<file path="src/hw/rtl/ntpc_pkg.sv">
`timescale 1ns / 1ps
`default_nettype none
// ----------------------------------------------------------------------------
// Time client package
// Shared types, codes and constants of the time client sequencer.
// ----------------------------------------------------------------------------
package ntpc_pkg;

   localparam int CSR_DATA_W = 30;
   localparam int CSR_INDEX_W = 2;
   localparam int PERIOD_MS_W = 27;
   localparam int TIMEOUT_MS_W = 20;
   localparam int SKEW_US_W = 30;
   localparam int PERIOD_US_W = 37;
   localparam int TIMEOUT_US_W = 30;
   localparam int PROD_W = 52;
   localparam int USEC_W = 20;

   localparam logic [CSR_INDEX_W-1:0] CSR_UPDATE_PERIOD = 2'd0;
   localparam logic [CSR_INDEX_W-1:0] CSR_TIMEOUT = 2'd1;
   localparam logic [CSR_INDEX_W-1:0] CSR_SKEW_LIMIT = 2'd2;

   localparam logic [2:0] EV_NONE = 3'd0;
   localparam logic [2:0] EV_FIRST = 3'd1;
   localparam logic [2:0] EV_ADJUSTED = 3'd2;
   localparam logic [2:0] EV_CLAMPED = 3'd3;
   localparam logic [2:0] EV_INVALID = 3'd4;
   localparam logic [2:0] EV_TIMEOUT = 3'd5;
   localparam logic [2:0] EV_FOREIGN = 3'd6;

   localparam logic [1:0] CS_BOOTUP = 2'd0;
   localparam logic [1:0] CS_IDLE = 2'd1;
   localparam logic [1:0] CS_SENT = 2'd2;

   localparam logic [2:0] MODE_SERVER = 3'd4;
   localparam logic [15:0] REPLY_LEN = 16'd48;
   localparam logic [USEC_W-1:0] US_PER_S = 20'd1000000;
   localparam logic [9:0] US_PER_MS = 10'd1000;
   localparam logic [1:0] BOOT_REQUESTS = 2'd3;

   localparam logic [PERIOD_US_W-1:0] PERIOD_US_RESET = 37'd60000000;
   localparam logic [TIMEOUT_US_W-1:0] TIMEOUT_US_RESET = 30'd5000000;
   localparam logic [SKEW_US_W-1:0] SKEW_US_RESET = 30'd1000;

   typedef enum logic [2:0] {
      ST_BOOTUP = 3'b001,
      ST_IDLE   = 3'b010,
      ST_SENT   = 3'b100
   } proto_state_type;

   typedef struct packed {
      logic        command;
      logic [62:0] now_us;
      logic        source_match;
      logic [15:0] packet_length;
      logic [7:0]  first_byte;
      logic [7:0]  stratum_byte;
      logic [31:0] tx_seconds;
      logic [31:0] tx_fraction;
   } req_payload_type;

   typedef struct packed {
      logic        request_now;
      logic [63:0] clock_offset_us;
      logic [2:0]  event_res;
      logic [1:0]  client_state;
   } rsp_payload_type;

   typedef struct packed {
      logic [PERIOD_US_W-1:0]  period_us;
      logic [TIMEOUT_US_W-1:0] timeout_us;
      logic [SKEW_US_W-1:0]    skew_us;
   } cfg_type;

   typedef struct packed {
      logic              command;
      logic [62:0]       now_us;
      logic              source_match;
      logic              frame_ok;
      logic [PROD_W-1:0] secs_us;
      logic [USEC_W-1:0] frac_us;
   } item_type;

endpackage
`default_nettype wire

</file>
<file path="src/hw/rtl/ntpc_req_if.sv">
`timescale 1ns / 1ps
`default_nettype none
// ----------------------------------------------------------------------------
// Request channel
// Valid/ready channel that carries one poll or reply beat.
// ----------------------------------------------------------------------------
interface ntpc_req_if;
   import ntpc_pkg::*;

   logic            valid;
   logic            ready;
   req_payload_type data;

   modport source (output valid, output data, input ready);
   modport sink (input valid, input data, output ready);
endinterface
`default_nettype wire

</file>
<file path="src/hw/rtl/ntpc_rsp_if.sv">
`timescale 1ns / 1ps
`default_nettype none
// ----------------------------------------------------------------------------
// Response channel
// Valid/ready channel that carries one result beat.
// ----------------------------------------------------------------------------
interface ntpc_rsp_if;
   import ntpc_pkg::*;

   logic            valid;
   logic            ready;
   rsp_payload_type data;

   modport source (output valid, output data, input ready);
   modport sink (input valid, input data, output ready);
endinterface
`default_nettype wire

</file>
<file path="src/hw/rtl/ntpc_csr.sv">
`timescale 1ns / 1ps
`default_nettype none
// ----------------------------------------------------------------------------
// Time client registers
// Holds the configuration, kept in microseconds so no multiply is needed later.
// ----------------------------------------------------------------------------
module ntpc_csr
   import ntpc_pkg::*;
(
   input  wire logic                   clock,
   input  wire logic                   reset,
   input  wire logic                   csr_write_en,
   input  wire logic [CSR_INDEX_W-1:0] csr_index,
   input  wire logic [CSR_DATA_W-1:0]  csr_write_data,
   output cfg_type                     cfg
);

   cfg_type cfg_ff;
   cfg_type cfg_in;

   always_comb begin
      cfg_in = cfg_ff;
      if (csr_write_en) begin
         unique case (csr_index)
            CSR_UPDATE_PERIOD: begin
               cfg_in.period_us = PERIOD_US_W'(csr_write_data[PERIOD_MS_W-1:0])
                                  * PERIOD_US_W'(US_PER_MS);
            end
            CSR_TIMEOUT: begin
               cfg_in.timeout_us = TIMEOUT_US_W'(csr_write_data[TIMEOUT_MS_W-1:0])
                                   * TIMEOUT_US_W'(US_PER_MS);
            end
            CSR_SKEW_LIMIT: begin
               cfg_in.skew_us = csr_write_data[SKEW_US_W-1:0];
            end
            default: begin
               cfg_in = cfg_ff;
            end
         endcase
      end
   end

   always_ff @(posedge clock) begin
      if (reset) begin
         cfg_ff.period_us <= PERIOD_US_RESET;
         cfg_ff.timeout_us <= TIMEOUT_US_RESET;
         cfg_ff.skew_us <= SKEW_US_RESET;
      end else begin
         cfg_ff <= cfg_in;
      end
   end

   assign cfg = cfg_ff;

endmodule
`default_nettype wire

</file>
<file path="src/hw/rtl/ntpc_front.sv">
`timescale 1ns / 1ps
`default_nettype none
// ----------------------------------------------------------------------------
// Time client input stage
// Registers each request beat with its timestamp products and frame check.
// ----------------------------------------------------------------------------
module ntpc_front
   import ntpc_pkg::*;
(
   input  wire logic  clock,
   input  wire logic  reset,
   ntpc_req_if.sink   req_bus,
   input  wire logic  take,
   output logic       item_valid,
   output item_type   item
);

   logic              valid_ff;
   logic              valid_in;
   item_type          item_ff;
   item_type          item_in;
   logic [PROD_W-1:0] frac_prod;
   logic              accept;

   assign req_bus.ready = !reset && (!valid_ff || take);
   assign accept = req_bus.valid && req_bus.ready;

   always_comb begin
      frac_prod = PROD_W'(req_bus.data.tx_fraction) * PROD_W'(US_PER_S);
      item_in.command = req_bus.data.command;
      item_in.now_us = req_bus.data.now_us;
      item_in.source_match = req_bus.data.source_match;
      item_in.frame_ok = (req_bus.data.packet_length == REPLY_LEN)
                         && (req_bus.data.first_byte[2:0] == MODE_SERVER)
                         && (req_bus.data.stratum_byte != 8'd0);
      item_in.secs_us = PROD_W'(req_bus.data.tx_seconds) * PROD_W'(US_PER_S);
      item_in.frac_us = frac_prod[PROD_W-1:32];
      valid_in = accept || (valid_ff && !take);
   end

   always_ff @(posedge clock) begin
      if (reset) begin
         valid_ff <= 1'b0;
      end else begin
         valid_ff <= valid_in;
      end
      if (accept) begin
         item_ff <= item_in;
      end
   end

   assign item_valid = valid_ff;
   assign item = item_ff;

endmodule
`default_nettype wire

</file>
<file path="src/hw/rtl/ntpc_core.sv">
`timescale 1ns / 1ps
`default_nettype none
// ----------------------------------------------------------------------------
// Time client sequencer core
// Protocol state, deadlines, offset update and the result register.
// ----------------------------------------------------------------------------
module ntpc_core
   import ntpc_pkg::*;
(
   input  wire logic     clock,
   input  wire logic     reset,
   input  wire cfg_type  cfg,
   input  wire logic     item_valid,
   input  wire item_type item,
   output logic          take,
   ntpc_rsp_if.source    rsp_bus
);

   proto_state_type state_ff, state_in, state_mid;
   logic [1:0]      left_ff, left_in;
   logic [63:0]     nud_ff, nud_in;
   logic [63:0]     tdl_ff, tdl_in;
   logic            armed_ff, armed_in;
   logic [63:0]     offset_ff, offset_in;
   logic            rsp_valid_ff, rsp_valid_in;
   rsp_payload_type rsp_data_ff, rsp_data_in;

   logic        send;
   logic [2:0]  ev;
   logic [63:0] now64, sched, tmo, instant, fresh, lim64;
   logic        expire, to_idle, boot_req, idle_req, up, down;
   logic [1:0]  cs_code;

   assign take = item_valid && (!rsp_valid_ff || rsp_bus.ready);

   always_comb begin
      now64 = {1'b0, item.now_us};
      sched = now64 + 64'(cfg.period_us);
      tmo = now64 + 64'(cfg.timeout_us);
      instant = 64'(item.secs_us) + 64'(item.frac_us);
      fresh = instant - now64;
      lim64 = 64'(cfg.skew_us);
      up = $signed(fresh) > $signed(offset_ff);
      down = $signed(fresh) < $signed(offset_ff);
      expire = armed_ff && (now64 >= tdl_ff);
      to_idle = expire && (state_ff == ST_SENT);
      state_mid = to_idle ? ST_IDLE : state_ff;
      boot_req = (state_mid == ST_BOOTUP) && (left_ff != 2'd0);
      idle_req = (state_mid == ST_IDLE)
                 && (to_idle ? (cfg.period_us == '0) : (now64 >= nud_ff));

      state_in = state_ff;
      left_in = left_ff;
      nud_in = nud_ff;
      tdl_in = tdl_ff;
      armed_in = armed_ff;
      offset_in = offset_ff;
      send = 1'b0;
      ev = EV_NONE;

      if (!item.command) begin
         state_in = state_mid;
         if (expire) begin
            armed_in = 1'b0;
         end
         if (to_idle) begin
            nud_in = sched;
            ev = EV_TIMEOUT;
         end
         if (boot_req) begin
            left_in = left_ff - 2'd1;
            tdl_in = tmo;
            armed_in = 1'b1;
            send = 1'b1;
         end
         if (idle_req) begin
            state_in = ST_SENT;
            tdl_in = tmo;
            armed_in = 1'b1;
            send = 1'b1;
         end
      end else if (!item.source_match) begin
         ev = EV_FOREIGN;
      end else begin
         if (!item.frame_ok) begin
            ev = EV_INVALID;
         end else if (state_ff == ST_BOOTUP) begin
            offset_in = fresh;
            ev = EV_FIRST;
         end else if (up && ((fresh - offset_ff) > lim64)) begin
            offset_in = offset_ff + lim64;
            ev = EV_CLAMPED;
         end else if (down && ((offset_ff - fresh) > lim64)) begin
            offset_in = offset_ff - lim64;
            ev = EV_CLAMPED;
         end else begin
            offset_in = fresh;
            ev = EV_ADJUSTED;
         end
         state_in = ST_IDLE;
         nud_in = sched;
         armed_in = 1'b0;
      end

      unique case (state_in)
         ST_BOOTUP: cs_code = CS_BOOTUP;
         ST_IDLE:   cs_code = CS_IDLE;
         ST_SENT:   cs_code = CS_SENT;
         default:   cs_code = CS_SENT;
      endcase

      rsp_data_in.request_now = send;
      rsp_data_in.clock_offset_us = offset_in;
      rsp_data_in.event_res = ev;
      rsp_data_in.client_state = cs_code;
      rsp_valid_in = take || (rsp_valid_ff && !rsp_bus.ready);
   end

   always_ff @(posedge clock) begin
      if (reset) begin
         state_ff <= ST_BOOTUP;
         left_ff <= BOOT_REQUESTS;
         nud_ff <= '0;
         tdl_ff <= '0;
         armed_ff <= 1'b0;
         offset_ff <= '0;
         rsp_valid_ff <= 1'b0;
      end else begin
         rsp_valid_ff <= rsp_valid_in;
         if (take) begin
            state_ff <= state_in;
            left_ff <= left_in;
            nud_ff <= nud_in;
            tdl_ff <= tdl_in;
            armed_ff <= armed_in;
            offset_ff <= offset_in;
         end
      end
      if (take) begin
         rsp_data_ff <= rsp_data_in;
      end
   end

   assign rsp_bus.valid = rsp_valid_ff;
   assign rsp_bus.data = rsp_data_ff;

   a_no_return_to_bootup: assert property (@(posedge clock) disable iff (reset)
      (state_ff != ST_BOOTUP) |=> (state_ff != ST_BOOTUP))
      else $error("sequencer returned to bootup");

   a_boot_count_down_only: assert property (@(posedge clock) disable iff (reset)
      1'b1 |=> (left_ff <= $past(left_ff)))
      else $error("boot request count increased");

   a_send_only_on_poll_events: assert property (@(posedge clock) disable iff (reset)
      (rsp_valid_ff && rsp_data_ff.request_now)
         |-> (rsp_data_ff.event_res == EV_NONE || rsp_data_ff.event_res == EV_TIMEOUT))
      else $error("request raised with a reply event");

   a_clamp_leaves_idle: assert property (@(posedge clock) disable iff (reset)
      (rsp_valid_ff && rsp_data_ff.event_res == EV_CLAMPED)
         |-> (rsp_data_ff.client_state == CS_IDLE))
      else $error("clamped reply did not return to idle");

endmodule
`default_nettype wire

</file>
<file path="src/hw/rtl/ntp_offset_slew_client_top.sv">
`timescale 1ns / 1ps
`default_nettype none
// ----------------------------------------------------------------------------
// Time client sequencer
// A request beat passes the input register and then the result register.
// Throughput: one beat per cycle while results are taken; the state update is a single registered pass.
// A waiting result holds the next beat in the input register, and the request
// side stalls while both registers are full.
// Reset is synchronous: the client returns to bootup with three boot requests,
// cleared deadlines and offset, and the register reset values.
// ----------------------------------------------------------------------------
module ntp_offset_slew_client_top
   import ntpc_pkg::*;
(
   input  wire logic                   clock,
   input  wire logic                   reset,
   ntpc_req_if.sink                    req_bus,
   ntpc_rsp_if.source                  rsp_bus,
   input  wire logic                   csr_write_en,
   input  wire logic [CSR_INDEX_W-1:0] csr_index,
   input  wire logic [CSR_DATA_W-1:0]  csr_write_data
);

   cfg_type  cfg;
   item_type item;
   logic     item_valid;
   logic     take;

   ntpc_csr u_csr (
      .clock          (clock),
      .reset          (reset),
      .csr_write_en   (csr_write_en),
      .csr_index      (csr_index),
      .csr_write_data (csr_write_data),
      .cfg            (cfg)
   );

   ntpc_front u_front (
      .clock      (clock),
      .reset      (reset),
      .req_bus    (req_bus),
      .take       (take),
      .item_valid (item_valid),
      .item       (item)
   );

   ntpc_core u_core (
      .clock      (clock),
      .reset      (reset),
      .cfg        (cfg),
      .item_valid (item_valid),
      .item       (item),
      .take       (take),
      .rsp_bus    (rsp_bus)
   );

endmodule
`default_nettype wire
</file>
<file path="src/flat_wrapper.sv">
// flat-port wrapper written by rule: the top's interface ports become plain ports
module ntp_offset_slew_client_top_flat import ntpc_pkg::*;
  (clock, reset, csr_write_en, csr_index, csr_write_data, req_bus_valid, req_bus_data, req_bus_ready, rsp_bus_valid, rsp_bus_data, rsp_bus_ready);
  ntpc_req_if req_bus_i ();
  ntpc_rsp_if rsp_bus_i ();
  input  wire logic clock;
  input  wire logic reset;
  input  wire logic csr_write_en;
  input  wire logic [CSR_INDEX_W-1:0] csr_index;
  input  wire logic [CSR_DATA_W-1:0] csr_write_data;
  input wire logic [$bits(req_bus_i.valid)-1:0] req_bus_valid;
  input wire logic [$bits(req_bus_i.data)-1:0] req_bus_data;
  output wire logic [$bits(req_bus_i.ready)-1:0] req_bus_ready;
  output wire logic [$bits(rsp_bus_i.valid)-1:0] rsp_bus_valid;
  output wire logic [$bits(rsp_bus_i.data)-1:0] rsp_bus_data;
  input wire logic [$bits(rsp_bus_i.ready)-1:0] rsp_bus_ready;
  assign req_bus_i.valid = req_bus_valid;
  assign req_bus_i.data = req_bus_data;
  assign req_bus_ready = req_bus_i.ready;
  assign rsp_bus_valid = rsp_bus_i.valid;
  assign rsp_bus_data = rsp_bus_i.data;
  assign rsp_bus_i.ready = rsp_bus_ready;
  ntp_offset_slew_client_top u_core (.clock(clock), .reset(reset), .req_bus(req_bus_i), .rsp_bus(rsp_bus_i), .csr_write_en(csr_write_en), .csr_index(csr_index), .csr_write_data(csr_write_data));
endmodule
</file>
<file path="config.mk">
export PLATFORM = sky130hd
export DESIGN_NAME = ntp_offset_slew_client_top_flat
export DESIGN_NICKNAME = d
export VERILOG_FILES = /design/src/hw/rtl/ntpc_pkg.sv /design/src/hw/rtl/ntpc_req_if.sv /design/src/hw/rtl/ntpc_rsp_if.sv /design/src/hw/rtl/ntpc_csr.sv /design/src/hw/rtl/ntpc_front.sv /design/src/hw/rtl/ntpc_core.sv /design/src/hw/rtl/ntp_offset_slew_client_top.sv /design/src/flat_wrapper.sv
export SDC_FILE = /design/constraint.sdc
export NUM_CORES = 2
export LEC_CHECK = 0
export BUFFER_PORTS_ARGS = -buffer_cell sky130_fd_sc_hd__buf_2
export CAP_MARGIN = 40
export CORE_ASPECT_RATIO = 1.5
export CORE_MARGIN = 2
export CORE_UTILIZATION = 35
export CTS_BUF_LIST = sky130_fd_sc_hd__clkbuf_4 sky130_fd_sc_hd__clkbuf_8 sky130_fd_sc_hd__clkbuf_16
export DETAILED_ROUTE_END_ITERATION = 12
export GPL_TIMING_DRIVEN = 0
export PLACE_DENSITY = 0.53
export SLEW_MARGIN = 20
export SYNTH_ARGS = -nofsm -noshare
export SYNTH_HDL_FRONTEND = slang
export SYNTH_SLANG_ARGS = --single-unit
</file>
<file path="constraint.sdc">
create_clock -name clock -period 11.75 [get_ports clock]
set_input_delay 2.35 -clock clock [delete_from_list [all_inputs] [get_ports clock]]
set_output_delay 2.35 -clock clock [all_outputs]
set_load 0.01 [all_outputs]
</file>
==> out/qor.csv <==
metric;value;unit
cts_tree;yes;
clkTransAtPathRegs;70;ps
ir_drop;0.195;mV
yosysTopAreaCell;ha_1;
run_status;complete, no violations;
worstMarginPinSlew;955;ps
synthToLayoutAreaGrowth;12.1;%
num_vias;54700;
dieArea;175000;um^2
grt_start_max_net_pins;59;
layout_min_cycle_time;11620;ps
r2r_setup_slack;130;ps
ys_ff_latch;493;
h-tree-depth;2;
place_inst;9674;
synth_seq_area_share;0.198;
numCtsBuffers;58;
fmax;86.0;MHz
place_hpwl;222000;um
nFillCells;17800;
min-delay-start;u_core.u_core.nud_ff[17];
crit_path_max_fanout;10;
tns;0;ps
ys.flop_type;dfxtp_1;
crit_arrival;12060;ps
min_path_type;reg2reg;
avgSynthCellArea;8.49;um^2
syn-cell-area;60100;um^2
async_flop_share;0;
die_y;511;um
start_util;0.352;
synth.top_cells.by_area;ha_1, fa_1, edfxtp_1;
slew_headroom;0.355;
r2r-start;u_core.u_front.item[81];
hold_end;u_core.u_core.nud_ff[17];
antenna_found_initial;13;
p_leak;29.5;nW
syn-instance-count;7074;
whs_path_depth;2;
powerDensity;336;nW/um^2
postCtsHoldBufs;0;
die_x;342;um
io_buffers;263;
core;171000;um^2
drv_cap;0;
hold_viol;0;
place_congestion;1.00;
post_drt_wl_per_cell;26.8;um
skew;60.1;ps
pre_cts_ws;-1540;ps
fin_crit_sh;0.989;
drc;0;
rr_endpoint;u_core.u_core.rsp_bus.data[67];
cpMostUsedCell;o21ai_0;
fin_ws;127;ps
slew_violations;0;
grt_pass1_wl;378000;um
fin_util;0.394;
setup_viol;0;
num_io_pins;270;
rsz0062_at_grt;false;
grt_pass1_vias;56000;
clockBufferDepth;3;
synth_commonest_cells;ha_1, inv_1, a21oi_1, nand2_1, nor2_1;
synth_cell_types;99;
synthDominantCellAreaShare;0.188;
clockRootBuffer;clkbuf_16;
insertion_delay;750;ps
row_count;186;
endpoint_kind;flip-flop;
overflow;0;
dr.first_iter.drc_count;3486;
synth_edf_count;202;
worstSetupPathType;reg2reg;
ys.warnings.count;0;
crit_path_start_kind;flip-flop;
synthesis.nets;8566;
cp.required;12190;ps
ant_nets;0;
track_usage;0.295;
drt_first_pass_iters;6;
rr_worst_depth;33;
critPathSlowestCell;a211oi_1;
fin_nets;8972;
routed_via_density;5.59;
yosysMostFrequentCell;ha_1;
clock-sinks;493;
drive_above_1_share;0.0792;
final_cells;9786;
cpPeakStageDelay;700;ps
drt_wl_total;263000;um
==> critical path: cells and delay by family, from the launching register on <==
| family | cells | cell delay, ps |
|---|---|---|
| and+or+nand+nor | 8 | 2680 |
| xor gates and xnor gates | 2 | 860 |
| buffers and inverters | 7 | 1760 |
| adders and majority gates | 3 | 1350 |
| AOI/OAI and AO/OA | 13 | 4010 |
| DFF | 1 | 630 |
==> layout make-up <==
| cell class | count | area (um^2) | area share |
|---|---|---|---|
| timing repair buffer | 349 | 2170 | 0.0322 |
| multi-input combinational | 5447 | 44100 | 0.655 |
| clock inverter | 37 | 400 | 0.00594 |
| antenna | 2 | 5.00 | 0.0000743 |
| tap | 2256 | 2820 | 0.0419 |
| sequential | 493 | 11900 | 0.177 |
| clock buffer | 71 | 1600 | 0.0238 |
| inverter | 874 | 3290 | 0.0488 |
| buffer | 257 | 1060 | 0.0157 |
==> placed cells by master (no fill, tap or decap), types with 64 or more instances in the layout <==
cell / instances
nor3_1: 173
o21ai_0: 348
nor2b_1: 65
a21oi_1: 594
clkbuf_1: 211
o21bai_1: 64
nand2_1: 576
dfxtp_1: 291
nand4_1: 100
inv_1: 868
buf_2: 289
o211ai_1: 70
xor2_1: 97
nand3_1: 121
a211oi_1: 99
edfxtp_1: 202
a21o_1: 193
fa_1: 391
ha_1: 903
nor2_1: 446
xnor2_1: 277
nand2b_1: 77
and3_1: 65
==> through the flow <==
stage	instance area, um^2	total power [W]	hold WS, ps
2_1_floorplan	60100	0.0142	432
3_3_place_gp	64200	0.0201	441
3_5_place_dp	65200	0.0203	444
4_1_cts	67300	0.0225	453
5_1_grt	67400	0.0245	473
6_report	67400	0.0226	455
==> logic make-up (layout without fill, tap and decap cells) <==
logic type / count (synthesis) / after routing / synth area share
mux: 56 / 56 / 0.00943
fa+ha+maj: 1294 / 1294 / 0.318
other cells: 0 / 2 / 0
xor+xnor: 379 / 379 / 0.0552
flops: 493 / 493 / 0.198
compound gates: 1869 / 1869 / 0.202
simple gates: 1849 / 1849 / 0.146
buf+inv: 1134 / 1588 / 0.0714
==> metal layers <==
| layer | up-vias | routed length (um) | share of wire | track usage |
|---|---|---|---|---|
| met5 | - | 28 | 0.00011 | 0 |
| met4 | 4 | 22000 | 0.084 | 0.205 |
| met3 | 632 | 11200 | 0.042 | 0.0302 |
| met2 | 1737 | 131000 | 0.50 | 0.526 |
| met1 | 26600 | 98700 | 0.38 | 0.325 |
| li1 | 25700 | - | - | - |
==> sequential cells by signal (all words and copies together), names as in the netlist, 2 cells and up <==
signal and cells:
u_core.u_front.item 132, u_core.u_core.left_ff 2, u_core.u_core.rsp_bus.data 70, u_core.u_core.state_ff 3, u_core.u_core.tdl_ff 64, u_core.u_core.offset_ff 64, u_core.u_core.nud_ff 64, u_core.u_csr.cfg 91
==> worst max-delay path by stage <==
stage	startpoint	to	slack, ps	cells after the start
finish	u_core.u_front.item[81]	u_core.u_core.rsp_bus.data[67]	130	33
global route	u_core.u_front.item[75]	u_core.u_core.rsp_bus.data[5]	20	48
CTS	u_core.u_front.item[81]	u_core.u_core.rsp_bus.data[20]	100	35
detailed placement	u_core.u_front.item[75]	u_core.u_core.rsp_bus.data[67]	-1540	46
global placement	u_core.u_front.item[75]	u_core.u_core.rsp_bus.data[14]	-5740	40
floorplan	req_bus_data[0]	u_core.u_front.item[18]	2670	27
==> repair_timing <==
item,CTS,global route
buffers inserted,2,0
gates cloned,0,0
pin swaps,2,1
gates resized for setup,30,13
endpoints found under the setup margin,124,83
==> power by group <==
part	switching [W]	internal [W]	leakage, nW	total (W)
clock network	0.000908	0.00107	0.967	0.00198
logic	0.0117	0.00655	24.3	0.0182
registers	0.000207	0.00223	4.28	0.00244
Note: power is estimated with default switching activity, not from simulation.
